--- src/ltsc_pkg.sv ---
// Shared types, codes and keyword table of the language token scanner.
package ltsc_pkg;

    typedef enum logic [4:0] {
        M_IDLE, M_COMMENT, M_EQ, M_BANG, M_GT, M_LT, M_BAR, M_AMP,
        M_INT, M_FLOAT, M_NAME, M_STR, M_STR_ESC, M_CHR_OPEN, M_CHR_ESC,
        M_CHR_CLOSE, M_ERR_CHAR, M_ERR_NAME, M_ERR_UNCLOSED
    } mode_t;

    localparam logic [5:0] T_EOF    = 6'd0;
    localparam logic [5:0] T_ASSIGN = 6'd7;
    localparam logic [5:0] T_EQU    = 6'd8;
    localparam logic [5:0] T_NEG    = 6'd9;
    localparam logic [5:0] T_NEQ    = 6'd10;
    localparam logic [5:0] T_GT     = 6'd11;
    localparam logic [5:0] T_GE     = 6'd12;
    localparam logic [5:0] T_LT     = 6'd13;
    localparam logic [5:0] T_LE     = 6'd14;
    localparam logic [5:0] T_BOR    = 6'd15;
    localparam logic [5:0] T_LOR    = 6'd16;
    localparam logic [5:0] T_BAND   = 6'd17;
    localparam logic [5:0] T_LAND   = 6'd18;
    localparam logic [5:0] T_INT    = 6'd28;
    localparam logic [5:0] T_FLOAT  = 6'd29;
    localparam logic [5:0] T_STR    = 6'd30;
    localparam logic [5:0] T_CHAR   = 6'd31;
    localparam logic [5:0] KW_FIRST = 6'd32;

    localparam logic [2:0] E_NONE     = 3'd0;
    localparam logic [2:0] E_CHAR     = 3'd1;
    localparam logic [2:0] E_NAME     = 3'd2;
    localparam logic [2:0] E_UNCLOSED = 3'd3;
    localparam logic [2:0] E_CUT      = 3'd4;

    localparam int KW_COUNT   = 21;
    localparam int FIFO_DEPTH = 4;

    // Names are shifted in with the newest letter in the low byte.
    localparam logic [63:0] KW_TEXT [KW_COUNT] = '{
        64'("var"), 64'("const"), 64'("function"), 64'("class"), 64'("union"),
        64'("if"), 64'("else"), 64'("match"), 64'("while"), 64'("for"),
        64'("break"), 64'("continue"), 64'("return"), 64'("void"), 64'("bool"),
        64'("int32"), 64'("uint8"), 64'("char"), 64'("fp32"), 64'("fp64"),
        64'("str")
    };
    localparam logic [3:0] KW_LEN [KW_COUNT] = '{
        4'd3, 4'd5, 4'd8, 4'd5, 4'd5, 4'd2, 4'd4, 4'd5, 4'd5, 4'd3,
        4'd5, 4'd8, 4'd6, 4'd4, 4'd4, 4'd5, 4'd5, 4'd4, 4'd4, 4'd4, 4'd3
    };

    typedef struct packed {
        logic [5:0] kind;
        logic [7:0] lit;
        logic       is_lit;
        logic [2:0] err;
        logic       last;
    } result_t;

    typedef struct packed {
        logic       emit;
        logic [5:0] kind;
        logic       is_lit;
        mode_t      mode;
        logic       name;
    } start_t;

    typedef struct packed {
        logic       hit;
        logic [5:0] kind;
    } kw_t;

    function automatic logic is_digit(input logic [7:0] b);
        return (b >= "0") && (b <= "9");
    endfunction

    function automatic logic is_letter(input logic [7:0] b);
        return ((b >= "a") && (b <= "z")) || ((b >= "A") && (b <= "Z"));
    endfunction

    function automatic kw_t kw_find(input logic [63:0] letters, input logic [3:0] len);
        kw_t r;
        r = '{hit: 1'b0, kind: T_EOF};
        for (int i = 0; i < KW_COUNT; i++) begin
            if (len == KW_LEN[i] && letters == KW_TEXT[i]) begin
                r.hit  = 1'b1;
                r.kind = KW_FIRST + 6'(i);
            end
        end
        return r;
    endfunction

    function automatic start_t start_token(input logic [7:0] b);
        start_t s;
        s = '{emit: 1'b0, kind: T_EOF, is_lit: 1'b0, mode: M_IDLE, name: 1'b0};
        case (b)
            8'h20, 8'h09, 8'h0A, 8'h0B, 8'h0C, 8'h0D: s.mode = M_IDLE;
            "#":  s.mode = M_COMMENT;
            "(":  begin s.emit = 1'b1; s.kind = 6'd1;  end
            ")":  begin s.emit = 1'b1; s.kind = 6'd2;  end
            "{":  begin s.emit = 1'b1; s.kind = 6'd3;  end
            "}":  begin s.emit = 1'b1; s.kind = 6'd4;  end
            "[":  begin s.emit = 1'b1; s.kind = 6'd5;  end
            "]":  begin s.emit = 1'b1; s.kind = 6'd6;  end
            "^":  begin s.emit = 1'b1; s.kind = 6'd19; end
            "+":  begin s.emit = 1'b1; s.kind = 6'd20; end
            "-":  begin s.emit = 1'b1; s.kind = 6'd21; end
            "*":  begin s.emit = 1'b1; s.kind = 6'd22; end
            "/":  begin s.emit = 1'b1; s.kind = 6'd23; end
            "%":  begin s.emit = 1'b1; s.kind = 6'd24; end
            ",":  begin s.emit = 1'b1; s.kind = 6'd25; end
            ":":  begin s.emit = 1'b1; s.kind = 6'd26; end
            ";":  begin s.emit = 1'b1; s.kind = 6'd27; end
            "=":  s.mode = M_EQ;
            "!":  s.mode = M_BANG;
            ">":  s.mode = M_GT;
            "<":  s.mode = M_LT;
            "|":  s.mode = M_BAR;
            "&":  s.mode = M_AMP;
            8'h22: s.mode = M_STR;
            8'h27: s.mode = M_CHR_OPEN;
            default: begin
                if (is_digit(b)) begin
                    s.emit   = 1'b1;
                    s.is_lit = 1'b1;
                    s.mode   = M_INT;
                end else if (is_letter(b)) begin
                    s.name = 1'b1;
                    s.mode = M_NAME;
                end else begin
                    s.mode = M_ERR_CHAR;
                end
            end
        endcase
        return s;
    endfunction

endpackage

--- src/language_token_scanner_core.sv ---
// Top level of the language token scanner: scan logic and result queue.
// A byte's results are registered in the result queue, then offered on m_axis.
// Throughput: one byte per cycle while the four-entry result queue has room for two
// results; a byte may cause two, drained one per cycle while m_axis_tready is high.
// Reset (aresetn low, synchronous): scan mode idle, name buffer cleared,
// result queue emptied.
module language_token_scanner_core #(
    parameter int FifoDepth = ltsc_pkg::FIFO_DEPTH
) (
    input  logic        aclk,
    input  logic        aresetn,
    input  logic        s_axis_tvalid,
    output logic        s_axis_tready,
    input  logic [7:0]  s_axis_tdata,   // [7:0] source_byte
    input  logic        s_axis_tlast,   // end_of_input
    output logic        m_axis_tvalid,
    input  logic        m_axis_tready,
    output logic [23:0] m_axis_tdata,   // [5:0] token_kind, [13:6] literal_byte,
                                        // [16:14] error_code, rest zero
    output logic        m_axis_tuser,   // is_literal_byte
    output logic        m_axis_tlast    // last_result
);
    localparam int PtrW = $clog2(FifoDepth);
    localparam int CntW = $clog2(FifoDepth + 1);

    ltsc_pkg::mode_t   mode_reg, mode_next;
    logic [63:0]       letters_reg, letters_next;
    logic [3:0]        len_reg, len_next;

    ltsc_pkg::result_t fifo_reg [FifoDepth];
    logic [PtrW-1:0]   wr_ptr_reg, rd_ptr_reg;
    logic [CntW-1:0]   count_reg;

    ltsc_pkg::result_t res0, res1;
    logic [1:0]        n_res;
    logic              in_xfer, out_xfer;
    logic [7:0]        b;

    assign b        = s_axis_tdata;
    assign in_xfer  = s_axis_tvalid && s_axis_tready;
    assign out_xfer = m_axis_tvalid && m_axis_tready;

    // Accept while two slots are free, so a byte's results never overflow.
    assign s_axis_tready = (count_reg <= CntW'(FifoDepth - 2));

    // Scan one byte: compute the next mode and up to two results.
    always_comb begin
        ltsc_pkg::start_t  st;
        ltsc_pkg::kw_t     kw;
        ltsc_pkg::result_t r [2];
        logic [1:0]        n;
        logic              do_start;
        logic [5:0]        pend_kind, pend_pair_kind;
        logic [7:0]        pend_pair;
        logic              is_pend;

        st = ltsc_pkg::start_token(b);
        kw = ltsc_pkg::kw_find(letters_reg, len_reg);
        r[0] = '0;
        r[1] = '0;
        n = 2'd0;
        do_start = 1'b0;
        mode_next = mode_reg;
        letters_next = letters_reg;
        len_next = len_reg;
        is_pend = 1'b1;
        pend_pair = "=";
        pend_kind = ltsc_pkg::T_ASSIGN;
        pend_pair_kind = ltsc_pkg::T_EQU;

        case (mode_reg)
            ltsc_pkg::M_EQ:   ;
            ltsc_pkg::M_BANG: begin
                pend_kind = ltsc_pkg::T_NEG; pend_pair_kind = ltsc_pkg::T_NEQ;
            end
            ltsc_pkg::M_GT:   begin
                pend_kind = ltsc_pkg::T_GT; pend_pair_kind = ltsc_pkg::T_GE;
            end
            ltsc_pkg::M_LT:   begin
                pend_kind = ltsc_pkg::T_LT; pend_pair_kind = ltsc_pkg::T_LE;
            end
            ltsc_pkg::M_BAR:  begin
                pend_pair = "|";
                pend_kind = ltsc_pkg::T_BOR; pend_pair_kind = ltsc_pkg::T_LOR;
            end
            ltsc_pkg::M_AMP:  begin
                pend_pair = "&";
                pend_kind = ltsc_pkg::T_BAND; pend_pair_kind = ltsc_pkg::T_LAND;
            end
            default: is_pend = 1'b0;
        endcase

        if (s_axis_tlast) begin
            // End of input: flush the pending token, then eof with any error.
            r[1].kind = ltsc_pkg::T_EOF;
            r[1].err  = ltsc_pkg::E_NONE;
            n = 2'd1;
            if (is_pend) begin
                r[0].kind = pend_kind;
                n = 2'd2;
            end else begin
                case (mode_reg)
                    ltsc_pkg::M_INT:   begin r[0].kind = ltsc_pkg::T_INT; n = 2'd2; end
                    ltsc_pkg::M_FLOAT: begin r[0].kind = ltsc_pkg::T_FLOAT; n = 2'd2; end
                    ltsc_pkg::M_NAME: begin
                        if (kw.hit) begin
                            r[0].kind = kw.kind;
                            n = 2'd2;
                        end else begin
                            r[1].err = ltsc_pkg::E_NAME;
                        end
                    end
                    ltsc_pkg::M_STR, ltsc_pkg::M_STR_ESC, ltsc_pkg::M_CHR_OPEN,
                    ltsc_pkg::M_CHR_ESC, ltsc_pkg::M_CHR_CLOSE:
                        r[1].err = ltsc_pkg::E_CUT;
                    ltsc_pkg::M_ERR_CHAR:     r[1].err = ltsc_pkg::E_CHAR;
                    ltsc_pkg::M_ERR_NAME:     r[1].err = ltsc_pkg::E_NAME;
                    ltsc_pkg::M_ERR_UNCLOSED: r[1].err = ltsc_pkg::E_UNCLOSED;
                    default: ;
                endcase
            end
            if (n == 2'd1) begin
                r[0] = r[1];
            end
            mode_next = ltsc_pkg::M_IDLE;
            letters_next = '0;
            len_next = '0;
        end else if (is_pend) begin
            if (b == pend_pair) begin
                r[0].kind = pend_pair_kind;
                n = 2'd1;
                mode_next = ltsc_pkg::M_IDLE;
            end else begin
                r[0].kind = pend_kind;
                n = 2'd1;
                do_start = 1'b1;
            end
        end else begin
            case (mode_reg)
                ltsc_pkg::M_IDLE: do_start = 1'b1;
                ltsc_pkg::M_COMMENT: begin
                    if (b == 8'h0A) mode_next = ltsc_pkg::M_IDLE;
                end
                ltsc_pkg::M_INT: begin
                    if (ltsc_pkg::is_digit(b) || b == ".") begin
                        r[0].lit = b; r[0].is_lit = 1'b1; n = 2'd1;
                        if (b == ".") mode_next = ltsc_pkg::M_FLOAT;
                    end else begin
                        r[0].kind = ltsc_pkg::T_INT; n = 2'd1; do_start = 1'b1;
                    end
                end
                ltsc_pkg::M_FLOAT: begin
                    if (ltsc_pkg::is_digit(b)) begin
                        r[0].lit = b; r[0].is_lit = 1'b1; n = 2'd1;
                    end else begin
                        r[0].kind = ltsc_pkg::T_FLOAT; n = 2'd1; do_start = 1'b1;
                    end
                end
                ltsc_pkg::M_NAME: begin
                    if (ltsc_pkg::is_letter(b) || ltsc_pkg::is_digit(b)) begin
                        if (len_reg < 4'd8) letters_next = {letters_reg[55:0], b};
                        if (len_reg < 4'd9) len_next = len_reg + 4'd1;
                    end else begin
                        letters_next = '0;
                        len_next = '0;
                        if (kw.hit) begin
                            r[0].kind = kw.kind; n = 2'd1; do_start = 1'b1;
                        end else begin
                            mode_next = ltsc_pkg::M_ERR_NAME;
                        end
                    end
                end
                ltsc_pkg::M_STR: begin
                    if (b == 8'h22) begin
                        r[0].kind = ltsc_pkg::T_STR; n = 2'd1;
                        mode_next = ltsc_pkg::M_IDLE;
                    end else begin
                        r[0].lit = b; r[0].is_lit = 1'b1; n = 2'd1;
                        if (b == 8'h5C) mode_next = ltsc_pkg::M_STR_ESC;
                    end
                end
                ltsc_pkg::M_STR_ESC: begin
                    r[0].lit = b; r[0].is_lit = 1'b1; n = 2'd1;
                    mode_next = ltsc_pkg::M_STR;
                end
                ltsc_pkg::M_CHR_OPEN: begin
                    if (b == 8'h5C) begin
                        mode_next = ltsc_pkg::M_CHR_ESC;
                    end else begin
                        r[0].lit = b; r[0].is_lit = 1'b1; n = 2'd1;
                        mode_next = ltsc_pkg::M_CHR_CLOSE;
                    end
                end
                ltsc_pkg::M_CHR_ESC: begin
                    // Map the escapes for newline and carriage return.
                    r[0].lit = (b == "n") ? 8'd10 : ((b == "r") ? 8'd13 : b);
                    r[0].is_lit = 1'b1; n = 2'd1;
                    mode_next = ltsc_pkg::M_CHR_CLOSE;
                end
                ltsc_pkg::M_CHR_CLOSE: begin
                    if (b == 8'h27) begin
                        r[0].kind = ltsc_pkg::T_CHAR; n = 2'd1;
                        mode_next = ltsc_pkg::M_IDLE;
                    end else begin
                        mode_next = ltsc_pkg::M_ERR_UNCLOSED;
                    end
                end
                default: ;  // sticky error modes drop every byte
            endcase
        end

        // Scan the byte that ended a token, or a byte seen while idle, as a token start.
        if (do_start) begin
            mode_next = st.mode;
            if (st.emit) begin
                r[n[0]].kind   = st.kind;
                r[n[0]].is_lit = st.is_lit;
                r[n[0]].lit    = st.is_lit ? b : 8'd0;
                n = n + 2'd1;
            end
            if (st.name) begin
                letters_next = {56'd0, b};
                len_next = 4'd1;
            end
        end

        if (n == 2'd2) r[1].last = 1'b1;
        else if (n == 2'd1) r[0].last = 1'b1;

        res0  = r[0];
        res1  = r[1];
        n_res = n;
    end

    // Advance scan state on each byte transfer.
    always_ff @(posedge aclk) begin
        if (!aresetn) begin
            mode_reg    <= ltsc_pkg::M_IDLE;
            letters_reg <= '0;
            len_reg     <= '0;
        end else if (in_xfer) begin
            mode_reg    <= mode_next;
            letters_reg <= letters_next;
            len_reg     <= len_next;
        end
    end

    // Result queue: push up to two results, pop one per output transfer.
    always_ff @(posedge aclk) begin
        if (in_xfer && n_res != 2'd0) fifo_reg[wr_ptr_reg] <= res0;
        if (in_xfer && n_res == 2'd2) fifo_reg[wr_ptr_reg + PtrW'(1)] <= res1;
    end

    always_ff @(posedge aclk) begin
        if (!aresetn) begin
            wr_ptr_reg <= '0;
            rd_ptr_reg <= '0;
            count_reg  <= '0;
        end else begin
            if (in_xfer) wr_ptr_reg <= wr_ptr_reg + PtrW'(n_res);
            if (out_xfer) rd_ptr_reg <= rd_ptr_reg + PtrW'(1);
            count_reg <= count_reg + CntW'(in_xfer ? n_res : 2'd0) - CntW'(out_xfer);
        end
    end

    assign m_axis_tvalid = (count_reg != '0);
    assign m_axis_tdata  = {7'd0, fifo_reg[rd_ptr_reg].err, fifo_reg[rd_ptr_reg].lit,
                            fifo_reg[rd_ptr_reg].kind};
    assign m_axis_tuser  = fifo_reg[rd_ptr_reg].is_lit;
    assign m_axis_tlast  = fifo_reg[rd_ptr_reg].last;

endmodule

--- config.mk ---
export PLATFORM = sky130hd
export DESIGN_NAME = language_token_scanner_core
export DESIGN_NICKNAME = d
export VERILOG_FILES = /design/src/ltsc_pkg.sv /design/src/language_token_scanner_core.sv
export SDC_FILE = /design/constraint.sdc
export NUM_CORES = 1
export LEC_CHECK = 0
export BUFFER_PORTS_ARGS = -buffer_cell sky130_fd_sc_hd__buf_2
export CAP_MARGIN = 20
export CORE_MARGIN = 2
export CORE_UTILIZATION = 45
export CTS_CLUSTER_SIZE = 10
export DETAILED_ROUTE_END_ITERATION = 8
export GPL_TIMING_DRIVEN = 0
export PLACE_DENSITY = 0.63
export SLEW_MARGIN = 10
export SYNTH_ARGS = -nofsm -noshare
export SYNTH_HDL_FRONTEND = slang
export SYNTH_SLANG_ARGS = --single-unit
--- constraint.sdc ---
create_clock -name aclk -period 6.3 [get_ports aclk]
set_input_delay 0 -clock aclk [delete_from_list [all_inputs] [get_ports aclk]]
set_output_delay 0 -clock aclk [all_outputs]
set_load 0.01 [all_outputs]
==> summary.txt <==
Final layout
  • Fraction of final layout cells sized beyond drive strength 1: 15.21%
  • Ant. Diodes: 0
  • Max reg flops: 76
  • FILL cells: 2194
  • Nets: 1253
  • Area Growth Syn to Fin: 12.38%
  • Post-route insts no fill: 1556

Timing
  • Max-slew violation count: 0
  • Final worst path period need: 5396 ps
  • FMAX: 185.3 MHz
  • Final Hold Viols: 1
  • Clock skew: 15.16 ps
  • Final worst-path cycle share: 85.64%
  • Setup TNS: 0 ps
  • Headroom to the max-slew limit: 30.25%
  • Measured slew at the worst slew-check pin: 1037 ps
  • RSZ-0062 raised after global routing: false
  • Worst hold margin: -3.735 ps
  • Final setup fails: 0

Global routing
  • Largest net degree at the start of global routing: 18
  • Grt total ovfl: 0
  • Initial antenna violation count: 0
  • Vias in the first global route: 9450
  • Tot GR Track Use: 29.26%
  • First-pass GRT wire length: 55210 um

Floorplan
  • Die ar.: 24520 um2
  • Core area: 22780 um2
  • Io pins: 41
  • Num rows: 55
  • Initial Util: 46.00%
  • Die height: 156.6 um
  • Die Width: 156.6 um

Clocking
  • CTS Buf Count: 17
  • Root buffer cell: clkbuf_16
  • Hold-fix buffers, CTS: 0
  • Clk Latency, worst-skew pair: 450 ps
  • # Post-CTS Setup Buffers: 0
  • Max Root-Sink Buffers: 2
  • CTS tree: done
  • TritonCTS Sinks: 158
  • H-tree levels: 4
  • # resized after CTS: 0
  • Worst-path clk slew: 80 ps

Logic synthesis
  • Syn Inst Count: 1168
  • Main flop type after synthesis: dfxtp_1
  • Synthesized area: 10480 um2
  • Yosys reg bits: 158
  • Asr flop ratio synth: 0%
  • Register area share after synthesis: 37.44%
  • Number of synthesized flops with an enable pin: 76
  • Ys Warns: 0
  • Netlist cell types: 109
  • Syn Area/Cell: 8.972 um2

Pwr
  • Pwr Density: 289.3 nW/um2
  • Leakage: 3.910 nW
  • VDD IR max: 0.1645 mV

Worst setup path
  • Critical Path End Type: register
  • CP required: 6640 ps
  • Worst-path maximum fanout: 5
  • Crit Path Class: register to register
  • Setup crit start kind: register
  • CP arrival: 5730 ps

Placed design
  • DP HPWL: 26360 um
  • Routability cong.: 1.024
  • Buffers on Ports: 32
  • # placed instances: 1524

Routing
  • Vias per inst: 6.461
  • Vias: 10050
  • Number of remaining DRC errors: 0
  • DRT iter0 DRCs: 1193
  • DR pass1 iterations: 7
  • Final WL: 35130 um
  • WL/cell: 22.58 um
  • Post-route ant nets: 0

Outcome
  • Status: finished with violations
  • Failing checks: hold timing

Job
  • Max-capacitance violation count: 0

Min path
  • HP Class: primary input to register
path summary, 6_finish.rpt:
check | from | end | slack, ps | cells past startpoint
worst min register to register | letters_reg[60] | letters_reg[60] | 540 | 2
worst min-delay path | aresetn | mode_reg[4] | -4 | 3
worst max-delay path | letters_reg[63] | count_reg[2] | 900 | 19
worst max register to register | letters_reg[63] | count_reg[2] | 900 | 19
synthesized netlist by cell type (all sizes together) (6+ instances only):
master / instances / share of area (%)
nor2: 124 / 4.4
nand2: 115 / 4.2
dfxtp: 82 / 16
edfxtp: 76 / 22
a22oi: 66 / 4.7
o21ai: 56 / 2.8
clkbuf: 52 / 1.9
a21oi: 48 / 2.4
nor4: 44 / 3.2
buf: 42 / 2.3
nand4: 41 / 2.6
nand3: 36 / 1.7
nor2b: 31 / 1.9
nor3: 31 / 1.6
mux4: 19 / 4.1
mux2i: 18 / 1.7
nand2b: 18 / 1.1
inv: 15 / 0.54
and2: 13 / 0.80
or2: 13 / 0.80
or4: 13 / 1.0
a31o: 12 / 1.0
or3: 12 / 0.72
o21a: 10 / 0.72
ha: 9 / 1.1
o211ai: 9 / 0.69
a31oi: 8 / 0.54
nand4b: 8 / 0.73
nor4bb: 8 / 0.76
and4b: 7 / 0.70
o31ai: 7 / 0.55
o32a: 7 / 0.67
a32oi: 6 / 0.57
and3b: 6 / 0.50
and4bb: 6 / 0.79
nor4b: 6 / 0.56
xnor2: 6 / 0.50
xor2: 6 / 0.50
cell type report:
cell class	instances	area [um2]	share of cell area [%]
buffer	94	440.4	3.740
clock buffer	18	450.4	3.825
clock inverter	14	168.9	1.434
inverter	17	63.81	0.5419
multi-input combinational	905	6088	51.70
sequential	158	3924	33.32
tap	313	391.6	3.326
timing repair buffer	37	249.0	2.114
power by group:
| part | total (mW) | switching (mW) | leakage, nW | internal [mW] |
|---|---|---|---|---|
| Sequential | 1.24 | 0.0420 | 1.35 | 1.20 |
| Clock | 1.10 | 0.506 | 0.301 | 0.591 |
| Combinational | 1.07 | 0.673 | 2.26 | 0.393 |
| Total | 3.41 | 1.22 | 3.91 | 2.19 |
cells by family (layout without fill, tap and decap cells):
group	Yosys count	after routing	share of synthesized area, %
buffers and inverters	111	180	4.812
DFF	158	158	37.44
adders and majority gates	10	10	1.266
AOI/OAI and AO/OA	282	282	19.32
and+or+nand+nor	552	552	29.71
other	1	7	0.03579
xor gates and xnor gates	12	12	1.003
muxes	42	42	6.412
worst max-delay path, cell delays in order (launching register included):
cell	delay [ps]
dfxtp_1	330
nor4_2	540
nand4_1	150
nor4_1	910
nand2_1	350
o2111ai_1	420
nor2_1	90
a32oi_2	250
nand2_1	150
xnor2_1	410
inv_2	150
nand2_1	230
ha_1	280
inv_1	60
ha_1	130
inv_1	40
fa_1	370
xor2_1	160
xnor2_1	120
and2_1	140
per-stage QoR:
step	util (%)	setup WS (ps)	area [um2]	power [mW]	hold WS, ps
2_1_floorplan	-	1771	10500	1.988	200.9
3_3_place_gp	48.53	-76.97	11050	2.290	447.6
3_5_place_dp	48.98	1153	11160	2.320	452.7
4_1_cts	51.70	1119	11780	3.408	2.161
5_1_grt	51.70	588.8	11780	3.569	14.23
6_report	51.70	904.5	11780	3.407	-3.735
per-layer routing:
metal | global-route usage, % | up-vias | wire length, um
met3 | 4.403 | 113 | 2264
met2 | 49.09 | 505 | 16650
li1 | - | 4591 | -
met4 | 13.19 | 0 | 1613
met1 | 37.34 | 4845 | 14600
met5 | 0 | - | 0
cells in the final DEF, fill, tap and decap left out, types with 7 or more instances in the layout:
cell type,synthesis,final
or3_1,12,12
or4_1,10,10
a21oi_1,47,47
o32a_1,7,7
buf_2,16,48
nand2b_1,16,16
inv_1,13,13
ha_1,9,9
a31o_2,12,12
nor4bb_1,8,8
buf_4,10,11
dfxtp_1,82,82
or2_2,9,9
mux2i_1,18,18
o21a_1,10,10
conb_1,1,7
clkbuf_1,52,52
o21ai_1,13,13
nand3_1,36,36
nand2_1,114,114
nand4b_1,7,7
buf_1,12,12
nor4_1,38,38
o211ai_1,8,8
and2_1,12,12
mux4_2,19,19
nor2_1,124,123
edfxtp_1,76,76
nor3_1,29,28
nor2b_1,31,31
nand4_1,39,39
o21ai_0,41,40
a31oi_1,7,7
clkbuf_16,0,18
a22oi_1,66,66
No activity file was read; power rests on OpenSTA's default activity.
